[src/hw/rtl/cch_pkg.sv]
`default_nettype none
package cch_pkg;

   // Symbol alphabet, digit 0 in the top byte
   localparam logic [91*8-1:0] SYM_CHARS =
      "qwertyuiopasdfghjklzxcvbnmQWERTYUIOPASDFGHJKLZXCVBNM1234567890!@#$^&*()-=_+|[]{};':,.<>/?`~";

   localparam logic [31:0] HASH_MULT = 32'h9E3779B9;

   localparam logic CSR_CODE_WIDTH      = 1'b0;
   localparam logic CSR_TRANSPARENT_KEY = 1'b1;

   localparam logic FUNC_INSERT = 1'b0;
   localparam logic FUNC_LOOKUP = 1'b1;

   typedef struct packed {
      logic [9:0] quot;
      logic [6:0] rem;
   } div91_type;

   // v / 91 by reciprocal 720/65536; estimate is low by at most one
   function automatic div91_type div91(input logic [15:0] v);
      logic [25:0] prod;
      logic [9:0]  q;
      logic [16:0] r;
      div91_type   res;
      prod = 26'(v) * 26'd720;
      q    = prod[25:16];
      r    = 17'(v) - 17'(q) * 17'd91;
      if (r >= 17'd91) begin
         q = q + 10'd1;
         r = r - 17'd91;
      end
      res.quot = q;
      res.rem  = r[6:0];
      return res;
   endfunction

   function automatic logic [6:0] sym_char(input logic [6:0] d);
      return SYM_CHARS[8*(90 - int'(d)) +: 7];
   endfunction

endpackage
`default_nettype wire

[src/hw/rtl/cch_front.sv]
`default_nettype none
module cch_front
   import cch_pkg::*;
#(
   parameter int TABLE_DEPTH = 1024,
   parameter int HW          = 10
) (
   input  wire logic          clock,
   input  wire logic          reset,
   input  wire logic          req_valid,
   output logic               req_stall,
   input  wire logic          req_func,
   input  wire logic [31:0]   req_color_rgba,
   input  wire logic          hold,
   output logic               q_valid,
   output logic               q_func,
   output logic [31:0]        q_color,
   output logic [HW-1:0]      q_home,
   input  wire logic          q_pop
);

   localparam int DW = $clog2(TABLE_DEPTH + 1);
   localparam int PW = 32 + DW;

   logic           s1_valid_ff, s1_valid_in;
   logic           s1_func_ff;
   logic [31:0]    s1_color_ff;
   logic [31:0]    s1_frac_ff;
   logic [31:0]    frac;
   logic [PW-1:0]  home_prod;
   logic           accept, push, q_full;

   logic           ent_func_ff  [2];
   logic [31:0]    ent_color_ff [2];
   logic [HW-1:0]  ent_home_ff  [2];
   logic           wr_ptr_ff, rd_ptr_ff;
   logic [1:0]     count_ff, count_in;

   assign q_full      = (count_ff == 2'd2);
   assign req_stall   = hold | (s1_valid_ff & q_full);
   assign accept      = req_valid & ~req_stall;
   assign push        = s1_valid_ff & ~q_full;
   assign s1_valid_in = accept | (s1_valid_ff & q_full);
   assign frac        = req_color_rgba * HASH_MULT;
   assign home_prod   = PW'(s1_frac_ff) * PW'(TABLE_DEPTH);

   always_ff @(posedge clock) begin
      if (reset) begin
         s1_valid_ff <= 1'b0;
      end else begin
         s1_valid_ff <= s1_valid_in;
      end
      if (accept) begin
         s1_func_ff  <= req_func;
         s1_color_ff <= req_color_rgba;
         s1_frac_ff  <= frac;
      end
   end

   always_comb begin
      case ({push, q_pop})
         2'b10:   count_in = count_ff + 2'd1;
         2'b01:   count_in = count_ff - 2'd1;
         default: count_in = count_ff;
      endcase
   end

   always_ff @(posedge clock) begin
      if (reset) begin
         wr_ptr_ff <= 1'b0;
         rd_ptr_ff <= 1'b0;
         count_ff  <= 2'd0;
      end else begin
         count_ff <= count_in;
         if (push) begin
            wr_ptr_ff <= ~wr_ptr_ff;
         end
         if (q_pop) begin
            rd_ptr_ff <= ~rd_ptr_ff;
         end
      end
      if (push) begin
         ent_func_ff[wr_ptr_ff]  <= s1_func_ff;
         ent_color_ff[wr_ptr_ff] <= s1_color_ff;
         ent_home_ff[wr_ptr_ff]  <= home_prod[32 +: HW];
      end
   end

   assign q_valid = (count_ff != 2'd0);
   assign q_func  = ent_func_ff[rd_ptr_ff];
   assign q_color = ent_color_ff[rd_ptr_ff];
   assign q_home  = ent_home_ff[rd_ptr_ff];

endmodule
`default_nettype wire

[config.mk]
export PLATFORM = sky130hd
export DESIGN_NAME = cch_front
export DESIGN_NICKNAME = d
export VERILOG_FILES = /design/src/hw/rtl/cch_pkg.sv /design/src/hw/rtl/cch_front.sv
export SDC_FILE = /design/constraint.sdc
export NUM_CORES = 1
export LEC_CHECK = 0
export BUFFER_PORTS_ARGS = -buffer_cell sky130_fd_sc_hd__buf_2
export CAP_MARGIN = 40
export CORE_UTILIZATION = 50
export DETAILED_ROUTE_END_ITERATION = 12
export PLACE_DENSITY = 0.68
export SLEW_MARGIN = 20
export SYNTH_ARGS = -nofsm -noshare
export SYNTH_HDL_FRONTEND = slang
export SYNTH_SLANG_ARGS = --single-unit
export TNS_END_PERCENT = 50
[constraint.sdc]
create_clock -name clock -period 18 [get_ports clock]
set_clock_uncertainty 0.15 [all_clocks]
set_input_delay 1.8 -clock clock [delete_from_list [all_inputs] [get_ports clock]]
set_output_delay 1.8 -clock clock [all_outputs]
set_load 0.02 [all_outputs]
Yosys cells after proc, flatten, opt, wreduce, memory -nomap -nowiden
Memory sizes are Yosys's and may differ from the RTL's. A register that Yosys moved wholly into a read port is not among the register bits.
Cells that the tools add are included.
{"block": "word_totals", "reg_bits": 70, "mem_bits_rw": 86, "inputBits": 38, "out_inout_bits": 45, "elab_cells": 36, "mem_count": 3}
{"name": "ent_color_ff", "depth": 2, "width": 32, "rd": 1, "rd_ports_with_merged_regs": 1, "write_ports": 1, "line": "cch_front.sv:34", "rtl": "logic [31:0] ent_color_ff [2];"}
{"name": "ent_home_ff", "depth": 2, "width": 10, "rd": 1, "rd_ports_with_merged_regs": 1, "write_ports": 1, "line": "cch_front.sv:35", "rtl": "logic [HW-1:0] ent_home_ff [2];"}
{"name": "ent_func_ff", "depth": 2, "width": 1, "rd": 1, "rd_ports_with_merged_regs": 1, "write_ports": 1, "line": "cch_front.sv:33", "rtl": "logic ent_func_ff [2];"}
{"block": "op_classes", "add_sub_neg": 2, "multipliers": 1, "eq_ne": 3, "n_mux": 9, "bitwise": 9, "reduce_logical": 2}
{"operator": "32-bit by 32-bit multiplier with 32-bit output, second input constant", "n": 1}
{"operator": "1-bit two-way mux", "n": 8}
{"operator": "2-bit == test, second input constant", "n": 2}
{"operator": "1-bit NOT", "n": 4}
{"operator": "2-bit one-hot mux with 2 select lines", "n": 1}
{"operator": "2-bit nonzero test", "n": 2}
{"operator": "1-bit AND", "n": 3}
{"operator": "2-bit by 1-bit adder with 2-bit output, second input constant", "n": 1}
{"operator": "2-bit by 1-bit == test with 1-bit output, second input constant", "n": 1}
{"operator": "1-bit bitwise OR", "n": 2}
{"operator": "2-bit by 1-bit subtractor with 2-bit output, second input constant", "n": 1}

Longest topological paths before layout
Gate-level depths: netlist of the first run.
{"block": "depth", "word_depth": 6, "mapped_depth": 22, "mapped_depth_nobuf": 22}

Least setup slack after synthesis of the first run
No wires, ideal clock.
{"block": "synth_timing", "path_type": "input to register", "startpoint": "input port req_color_rgba[4]", "endpoint": "register s1_frac_ff[30] (data pin)", "setup_ns": 0.262, "arrival_ns": 7.295, "required_time_ns": 17.588, "path_slack_ns": 10.293, "cell_stages": 21, "n_path_buf": 0, "path_cell_list": "inv_1 fa_1 inv_1 fa_1 fa_1 inv_1 fa_1 inv_1 fa_1 inv_1 fa_1 inv_1 fa_1 fa_1 ha_1 a21boi_2 a2111oi_4 nand4_2 a41oi_2 o21bai_1 xor2_1"}
{"block": "synth_via", "elab_chain_cells": 1}
{"item": "from (decl)", "line": "cch_front.sv:13", "rtl": "input wire logic [31:0] req_color_rgba,"}
{"item": "32-bit by 32-bit multiplier with 32-bit output", "line": "cch_front.sv:44", "rtl": "assign frac = req_color_rgba * HASH_MULT;"}
{"item": "net frac[30]", "line": "cch_front.sv:29", "rtl": "logic [31:0] frac;"}
{"item": "to (signal assigned)", "line": "cch_front.sv:56", "rtl": "s1_frac_ff <= frac;"}
{"item": "to (decl)", "line": "cch_front.sv:28", "rtl": "logic [31:0] s1_frac_ff;"}
The timed path passes the listed nets, and every way through them passes these cells.
A chain may end at the register's enable or synchronous reset.

Final worst setup path of the first run
{"block": "layout_timing", "startpoint": "input port req_color_rgba[5]", "endpoint": "register s1_frac_ff[31] (data pin)"}
The elaborated chain is that of the path after synthesis.

==> summary.md, run 1 <==
### Run status
* **result of the run** complete, no violations

### Detailed routing
* **post-DR vias/cell** 5.07
* **starting DRC count in detailed routing** 380
* **total DRC errors in the routed layout** 0
* **vias after detailed routing** 7526
* **first-pass iteration count of the detailed router** 4
* **total wirelength of the detailed-routed design** 29300 microns
* **remaining antenna violation count after routing** 0
* **per-cell routed wire length** 19.7 microns

### GRT
* **wire length of the first global-routing pass** 47300 microns
* **vias in the first global route** 8425
* **largest net degree at the start of global routing** 44
* **GRT Total Usage** 23.0%
* **initial antenna violation count** 0
* **overflow left after global routing** 0

### Critical path
* **kind of end point of the critical path** register
* **CP Data Required Time** 18.01 ns
* **category of the critical setup timing path** input pin to register
* **top fanout value on the critical path** 9
* **cell at the slowest stage of the critical path** sky130_fd_sc_hd__fa_1
* **delay of the slowest critical-path stage** 0.54 ns
* **Worst path most repeated cell** sky130_fd_sc_hd__fa_1
* **cells along the critical path** buf_2 > inv_1 > fa_1 > inv_1 > fa_1 > fa_1 > inv_1 > fa_1 > inv_1 > fa_1 > inv_1 > fa_1 > inv_1 > fa_1 > fa_1 > ha_1 > a21boi_2 > a2111oi_4 > nand4_2 > a41oi_2 > o21ai_1 > xnor2_1
* **Crit path arrival time** 8.02 ns
* **Worst setup SP type** input pin

### Synthesis
* **number of synthesized register bits** 135
* **cells after synthesis** 1030
* **Cell variety after synth** 37
* **EDFF count, synth** 129
* **mean cell area of the mapped netlist** 13.2 sq um
* **share of synthesized flip-flops with an asynchronous set or reset** 0%
* **area of the mapped netlist** 13600 sq um
* **sequential share of the synthesized area** 29.3%
* **count of yosys warnings during synthesis** 0
* **most frequently used flop master after synthesis** sky130_fd_sc_hd__edfxtp_1
* **post-synthesis net count** 1497

### STA
* **final slew viol count** 0
* **Final period util** 44.5%
* **number of setup violations in the final report** 0
* **worst-case headroom to the max-slew limit** 58.3%
* **setup_tns** 0 ns
* **unrepaired setup endpoints after global routing** false
* **Hold Vio Cnt, Final** 0
* **Slew @ Worst Pin** 0.626 ns
* **timing-limited maximum frequency** 125 MHz
* **time the worst path needs with I/O delays and setup** 8.01 ns

### Floorplan
* **effective utilization at floorplan** 50.7%
* **die width** 167 microns
* **floorplan core area** 26900 sq um
* **Placement Rows** 60
* **overall die height** 167 microns
* **# IOs** 83
* **die outline area** 27900 sq um

### Placement
* **HPWL reported at the end of detailed placement** 25000 microns
* **PortBufs** 82
* **gpl congestion** 0.971

### Clock network
* **CTS clk-pin slew, worst paths** 0.06 ns
* **number of buffers created by CTS** 17
* **CTS H-tree lvls** 4
* **clock sink total** 135
* **clock root buffer** sky130_fd_sc_hd__clkbuf_16
* **total setup buffers inserted after CTS** 0
* **latest clock arrival within the worst-skew pair** 0.43 ns
* **number of buffers inserted for hold repair after clock tree synthesis** 0
* **TritonCTS clock tree** done
* **number of gates given a new drive strength after cts** 0
* **clk buf depth** 2

### Min path
* **Hold WC Path Type** register to register

### Finish
* **ratio of cells with drive above 1 in the final layout** 15.4%
* **layout overhead on the synthesized area** 10.8%
* **core occupancy in the finished layout** 56.2%
* **net count of the finished layout** 1597
* **antenna cells** 0

### Job
* **MaxCap Viol Count** 0

## flip-flops by register name, indices dropped and copies added (netlist names), named ones only
register,cells
ent_color_ff,64
s1_color_ff,32
ent_home_ff,20
s1_frac_ff,10
count_ff,2
ent_func_ff,2
rd_ptr_ff,1
s1_func_ff,1
s1_valid_ff,1
wr_ptr_ff,1
## worst paths after layout
kind         slack, ns                             to                       from  cells after the start
max reg2reg      16.16    ent_home_ff[0][2]$_DFFE_PP_   count_ff[0]$_SDFFE_PP0P_                      4
max               9.99       s1_frac_ff[31]$_DFFE_PP_          req_color_rgba[5]                     22
min reg2reg       0.29  ent_color_ff[0][15]$_DFFE_PP_  s1_color_ff[15]$_DFFE_PP_                      0
min               0.29  ent_color_ff[0][15]$_DFFE_PP_  s1_color_ff[15]$_DFFE_PP_                      0
## synth_stat cells (all sizes together), types with 2 or more instances
cell type	number	area share (%)
a41oi	2	0.18
mux2	43	3.6
nor2	6	0.17
a31oi	2	0.092
o21bai	2	0.14
inv	290	8.0
o21ai	7	0.26
nand2	7	0.19
ha	201	18
and3	2	0.10
fa	228	34
clkbuf	5	0.14
edfxtp	129	28
xor2	11	0.71
dfxtp	6	0.88
nand3	3	0.11
a21o	11	0.61
nand4	6	0.32
a21oi	17	0.68
xnor2	41	2.6
## worst max-delay path: cells and delay by family
family	cells	cell delay (ns)
AO/OA/AOI/OAI	4	1.04
buffers and inverters	7	0.67
adder cells (fa/ha/maj)	9	4.16
XOR/XNOR	1	0.13
AND/OR/NAND/NOR	1	0.21
## cells by family (layout without fill, tap and decap cells)
family	Yosys count	in the layout	synth area share [%]
compound gates	47	47	2.57
xor+xnor	52	52	3.34
fa+ha+maj	429	429	52.0
buf+inv	295	408	8.13
flops	135	135	29.3
mux	43	43	3.55
simple gates	29	29	1.13
## per-layer routing
layer | share of wire [%] | up-vias | global-route usage, %
met5 | 0 | - | 0
met4 | 1.8 | 0 | 6.00
li1 | - | 3489 | -
met1 | 43 | 3879 | 31.2
met3 | 3.8 | 22 | 3.52
met2 | 51 | 136 | 38.8
## placed cells by master, fill, tap and decap left out, types with 3 or more instances in the layout
| cell | Yosys | routed |
|---|---|---|
| sky130_fd_sc_hd__a21o_1 | 11 | 11 |
| sky130_fd_sc_hd__a21oi_1 | 15 | 15 |
| sky130_fd_sc_hd__buf_12 | 0 | 3 |
| sky130_fd_sc_hd__buf_2 | 0 | 82 |
| sky130_fd_sc_hd__clkbuf_16 | 0 | 17 |
| sky130_fd_sc_hd__dfxtp_1 | 6 | 5 |
| sky130_fd_sc_hd__edfxtp_1 | 129 | 129 |
| sky130_fd_sc_hd__fa_1 | 228 | 228 |
| sky130_fd_sc_hd__ha_1 | 201 | 201 |
| sky130_fd_sc_hd__inv_1 | 290 | 289 |
| sky130_fd_sc_hd__inv_6 | 0 | 6 |
| sky130_fd_sc_hd__inv_8 | 0 | 5 |
| sky130_fd_sc_hd__mux2_2 | 43 | 43 |
| sky130_fd_sc_hd__nand2_1 | 7 | 7 |
| sky130_fd_sc_hd__nand3_1 | 3 | 3 |
| sky130_fd_sc_hd__nand4_1 | 5 | 5 |
| sky130_fd_sc_hd__nor2_1 | 6 | 5 |
| sky130_fd_sc_hd__o21ai_0 | 4 | 4 |
| sky130_fd_sc_hd__o21ai_1 | 3 | 3 |
| sky130_fd_sc_hd__xnor2_1 | 41 | 41 |
| sky130_fd_sc_hd__xor2_1 | 11 | 11 |
## metrics by stage
stage | hold WS (ns) | worst slack [ns] | instance area [sq um] | instances
2_1_floorplan | 0.271 | 10.29 | 13600 | 1030
3_3_place_gp | 0.272 | 9.60 | 14500 | 1449
3_5_place_dp | 0.280 | 9.58 | 14500 | 1452
4_1_cts | 0.294 | 9.99 | 15100 | 1484
5_1_grt | 0.295 | 9.79 | 15100 | 1484
6_report | 0.294 | 9.99 | 15100 | 1484
## area by class of cell
class / count / area (sq um)
flip-flops and latches: 135 / 4000
repair buffers: 86 / 478
well taps: 341 / 427
multi-input cells: 600 / 8530
clock inverters: 15 / 156
clock buffers: 17 / 425
inverters: 290 / 1090
fillers: 2217 / 11800
Power of run 1 is not shown: default switching activity piles up to over one toggle a cycle in this logic, so the estimate is an artifact.
==> run 2: changes to the inputs <==
- PLACE_DENSITY: 0.68 -> 0.7
- clock period: 18 -> 7.21 ns (I/O delays scaled with it)
==> summary.md, run 2 (same netlist as run 1, synthesis figures left out) <==
### Run status
* **result of the run** complete, no violations, unchanged

### Finish
* **number of fill cells** 2171, was 2217
* **largest reg by FF count** ent_color_ff, unchanged
* **layout overhead on the synthesized area** 12.4%, was 10.8%
* **antenna cells** 0, unchanged
* **footprint of the multi-input gates** 8530 sq um, unchanged
* **ratio of cells with drive above 1 in the final layout** 17.5%, was 15.4%
* **max FFs per register** 64, unchanged
* **net count of the finished layout** 1626, was 1597
* **total area of sequential cells** 4000 sq um, unchanged
* **leading cell type in the layout, fill and taps excluded** sky130_fd_sc_hd__inv_1, unchanged
* **cell area after layout** 15300 sq um, was 15100 sq um
* **commonest cells after routing, fill and taps aside** 289 x sky130_fd_sc_hd__inv_1, 228 x sky130_fd_sc_hd__fa_1, 201 x sky130_fd_sc_hd__ha_1, 129 x sky130_fd_sc_hd__edfxtp_1, 82 x sky130_fd_sc_hd__buf_2, unchanged
* **largest registers** ent_color_ff: 64 flops, s1_color_ff: 32 flops, ent_home_ff: 20 flops, unchanged

### Detailed routing
* **remaining antenna violation count after routing** 0, unchanged
* **first-pass iteration count of the detailed router** 5, was 4
* **vias after detailed routing** 7692, was 7526
* **per-cell routed wire length** 19.9 microns, was 19.7 microns
* **starting DRC count in detailed routing** 398, was 380
* **post-DR vias/cell** 5.08, was 5.07
* **total DRC errors in the routed layout** 0, unchanged
* **total wirelength of the detailed-routed design** 30000 microns, was 29300 microns

### Placement
* **gpl congestion** 0.956, was 0.971
* **worst setup slack after placement** -0.00270 ns, was 9.58 ns
* **PortBufs** 82, unchanged
* **placed standard-cell area** 14700 sq um, was 14500 sq um
* **HPWL reported at the end of detailed placement** 25600 microns, was 25000 microns

### Floorplan
* **effective utilization at floorplan** 50.7%, unchanged
* **die width** 167 microns, unchanged
* **floorplan core area** 26900 sq um, unchanged
* **die outline area** 27900 sq um, unchanged
* **# IOs** 83, unchanged
* **Placement Rows** 60, unchanged
* **overall die height** 167 microns, unchanged

### Clock network
* **number of gates given a new drive strength after cts** 0, unchanged
* **CTS H-tree lvls** 4, unchanged
* **TritonCTS clock tree** done, unchanged
* **latest clock arrival within the worst-skew pair** 0.43 ns, about the same
* **number of buffers inserted for hold repair after clock tree synthesis** 0, unchanged
* **number of buffers created by CTS** 17, unchanged
* **clock root buffer** sky130_fd_sc_hd__clkbuf_16, unchanged
* **CTS clk-pin slew, worst paths** 0.07 ns, was 0.06 ns
* **clock sink total** 135, unchanged
* **clk buf depth** 2, unchanged
* **total setup buffers inserted after CTS** 0, unchanged

### GRT
* **GRT Total Usage** 23.6%, was 23.0%
* **overflow left after global routing** 0, unchanged
* **wire length of the first global-routing pass** 48500 microns, was 47300 microns
* **initial antenna violation count** 0, unchanged
* **largest net degree at the start of global routing** 44, unchanged
* **vias in the first global route** 8775, was 8425

### Critical path
* **Crit path arrival time** 6.85 ns, was 8.02 ns
* **buffers and inverters on the worst path** 7, unchanged
* **CP Data Required Time** 7.23 ns, was 18.01 ns
* **kind of end point of the critical path** register, unchanged
* **Worst setup SP type** input pin, unchanged
* **Worst path most repeated cell** sky130_fd_sc_hd__fa_1, unchanged
* **top fanout value on the critical path** 4, was 9
* **category of the critical setup timing path** input pin to register, unchanged
* **CP delay by family, top** adder cells, unchanged
* **cells along the critical path** buf_2 > inv_1 > fa_1 > inv_1 > fa_1 > fa_1 > inv_1 > fa_1 > inv_1 > fa_1 > inv_1 > fa_1 > inv_1 > fa_1 > fa_1 > ha_1 > a21boi_2 > a2111oi_4 > nand4_2 > a41oi_2 > o21bai_1 > xor2_1, was buf_2 > inv_1 > fa_1 > inv_1 > fa_1 > fa_1 > inv_1 > fa_1 > inv_1 > fa_1 > inv_1 > fa_1 > inv_1 > fa_1 > fa_1 > ha_1 > a21boi_2 > a2111oi_4 > nand4_2 > a41oi_2 > o21ai_1 > xnor2_1
* **cell at the slowest stage of the critical path** sky130_fd_sc_hd__fa_1, unchanged
* **delay of the slowest critical-path stage** 0.55 ns, was 0.54 ns

### STA
* **final slew viol count** 0, unchanged
* **setup slack after layout** 0.383 ns, was 9.99 ns
* **time the worst path needs with I/O delays and setup** 6.83 ns
* **timing-limited maximum frequency** 146 MHz
* **unrepaired setup endpoints after global routing** false, unchanged
* **Hold Vio Cnt, Final** 0, unchanged
* **Fin Hold WS** 0.291 ns, was 0.294 ns
* **Final period util** 94.7%
* **worst-case headroom to the max-slew limit** 58.9%, was 58.3%
* **Slew @ Worst Pin** 0.617 ns, was 0.626 ns
* **number of setup violations in the final report** 0, unchanged

### Min path
* **Hold WC Path Type** register to register, unchanged

### Job
* **MaxCap Viol Count** 0, unchanged

[run 2: changes by cell type in the layout (fill, tap and decap cells not counted), sizes merged]
cell,delta
inv,-2
clkinv,+2
clkinvlp,+1
buf,+29
bufinv,-1
[run 2: per-stage QoR]
step,cells,setup TNS (ns),utilization (%)
6_report,1513,0,57.0
5_1_grt,1513,0,57.0
4_1_cts,1513,0,57.0
3_5_place_dp,1481,-0.00270,54.8
3_3_place_gp,1478,0,54.6
2_1_floorplan,1030,0,-
[run 2: worst reg2reg max path: stages (launching register included)]
cell                       delay, ns
sky130_fd_sc_hd__dfxtp_1        0.40
sky130_fd_sc_hd__nand3b_1       0.14
sky130_fd_sc_hd__nor2b_1        0.18
sky130_fd_sc_hd__nand2_1        0.10
sky130_fd_sc_hd__inv_2          0.25
sky130_fd_sc_hd__buf_12         0.26
[run 2: area by class of cell]
cell class | instances | share of cell area, %
Clock buffer | 17 | 2.78
Clock inverter | 15 | 1.00
Inverter | 290 | 7.11
Multi-Input combinational cell | 600 | 55.7
Sequential cell | 135 | 26.1
Tap cell | 341 | 2.79
Timing Repair Buffer | 115 | 4.54
[run 2: layer usage]
metal,wire (microns),up-vias,track usage [%]
met5,0,-,0
met4,817,0,7.81
met3,1290,43,4.28
met2,15300,177,40.0
met1,12600,3930,30.6
li1,-,3542,-
[run 2: path summary, 6_finish.rpt]
kind         cells after the start                       from                       endpoint  slack, ns
max                             22          req_color_rgba[4]       s1_frac_ff[30]$_DFFE_PP_       0.38
min                              0  s1_color_ff[25]$_DFFE_PP_  ent_color_ff[0][25]$_DFFE_PP_       0.29
max reg2reg                      5   count_ff[0]$_SDFFE_PP0P_       s1_frac_ff[31]$_DFFE_PP_       5.39
min reg2reg                      0  s1_color_ff[25]$_DFFE_PP_  ent_color_ff[0][25]$_DFFE_PP_       0.29
Power of run 2 is left out for the same reason.
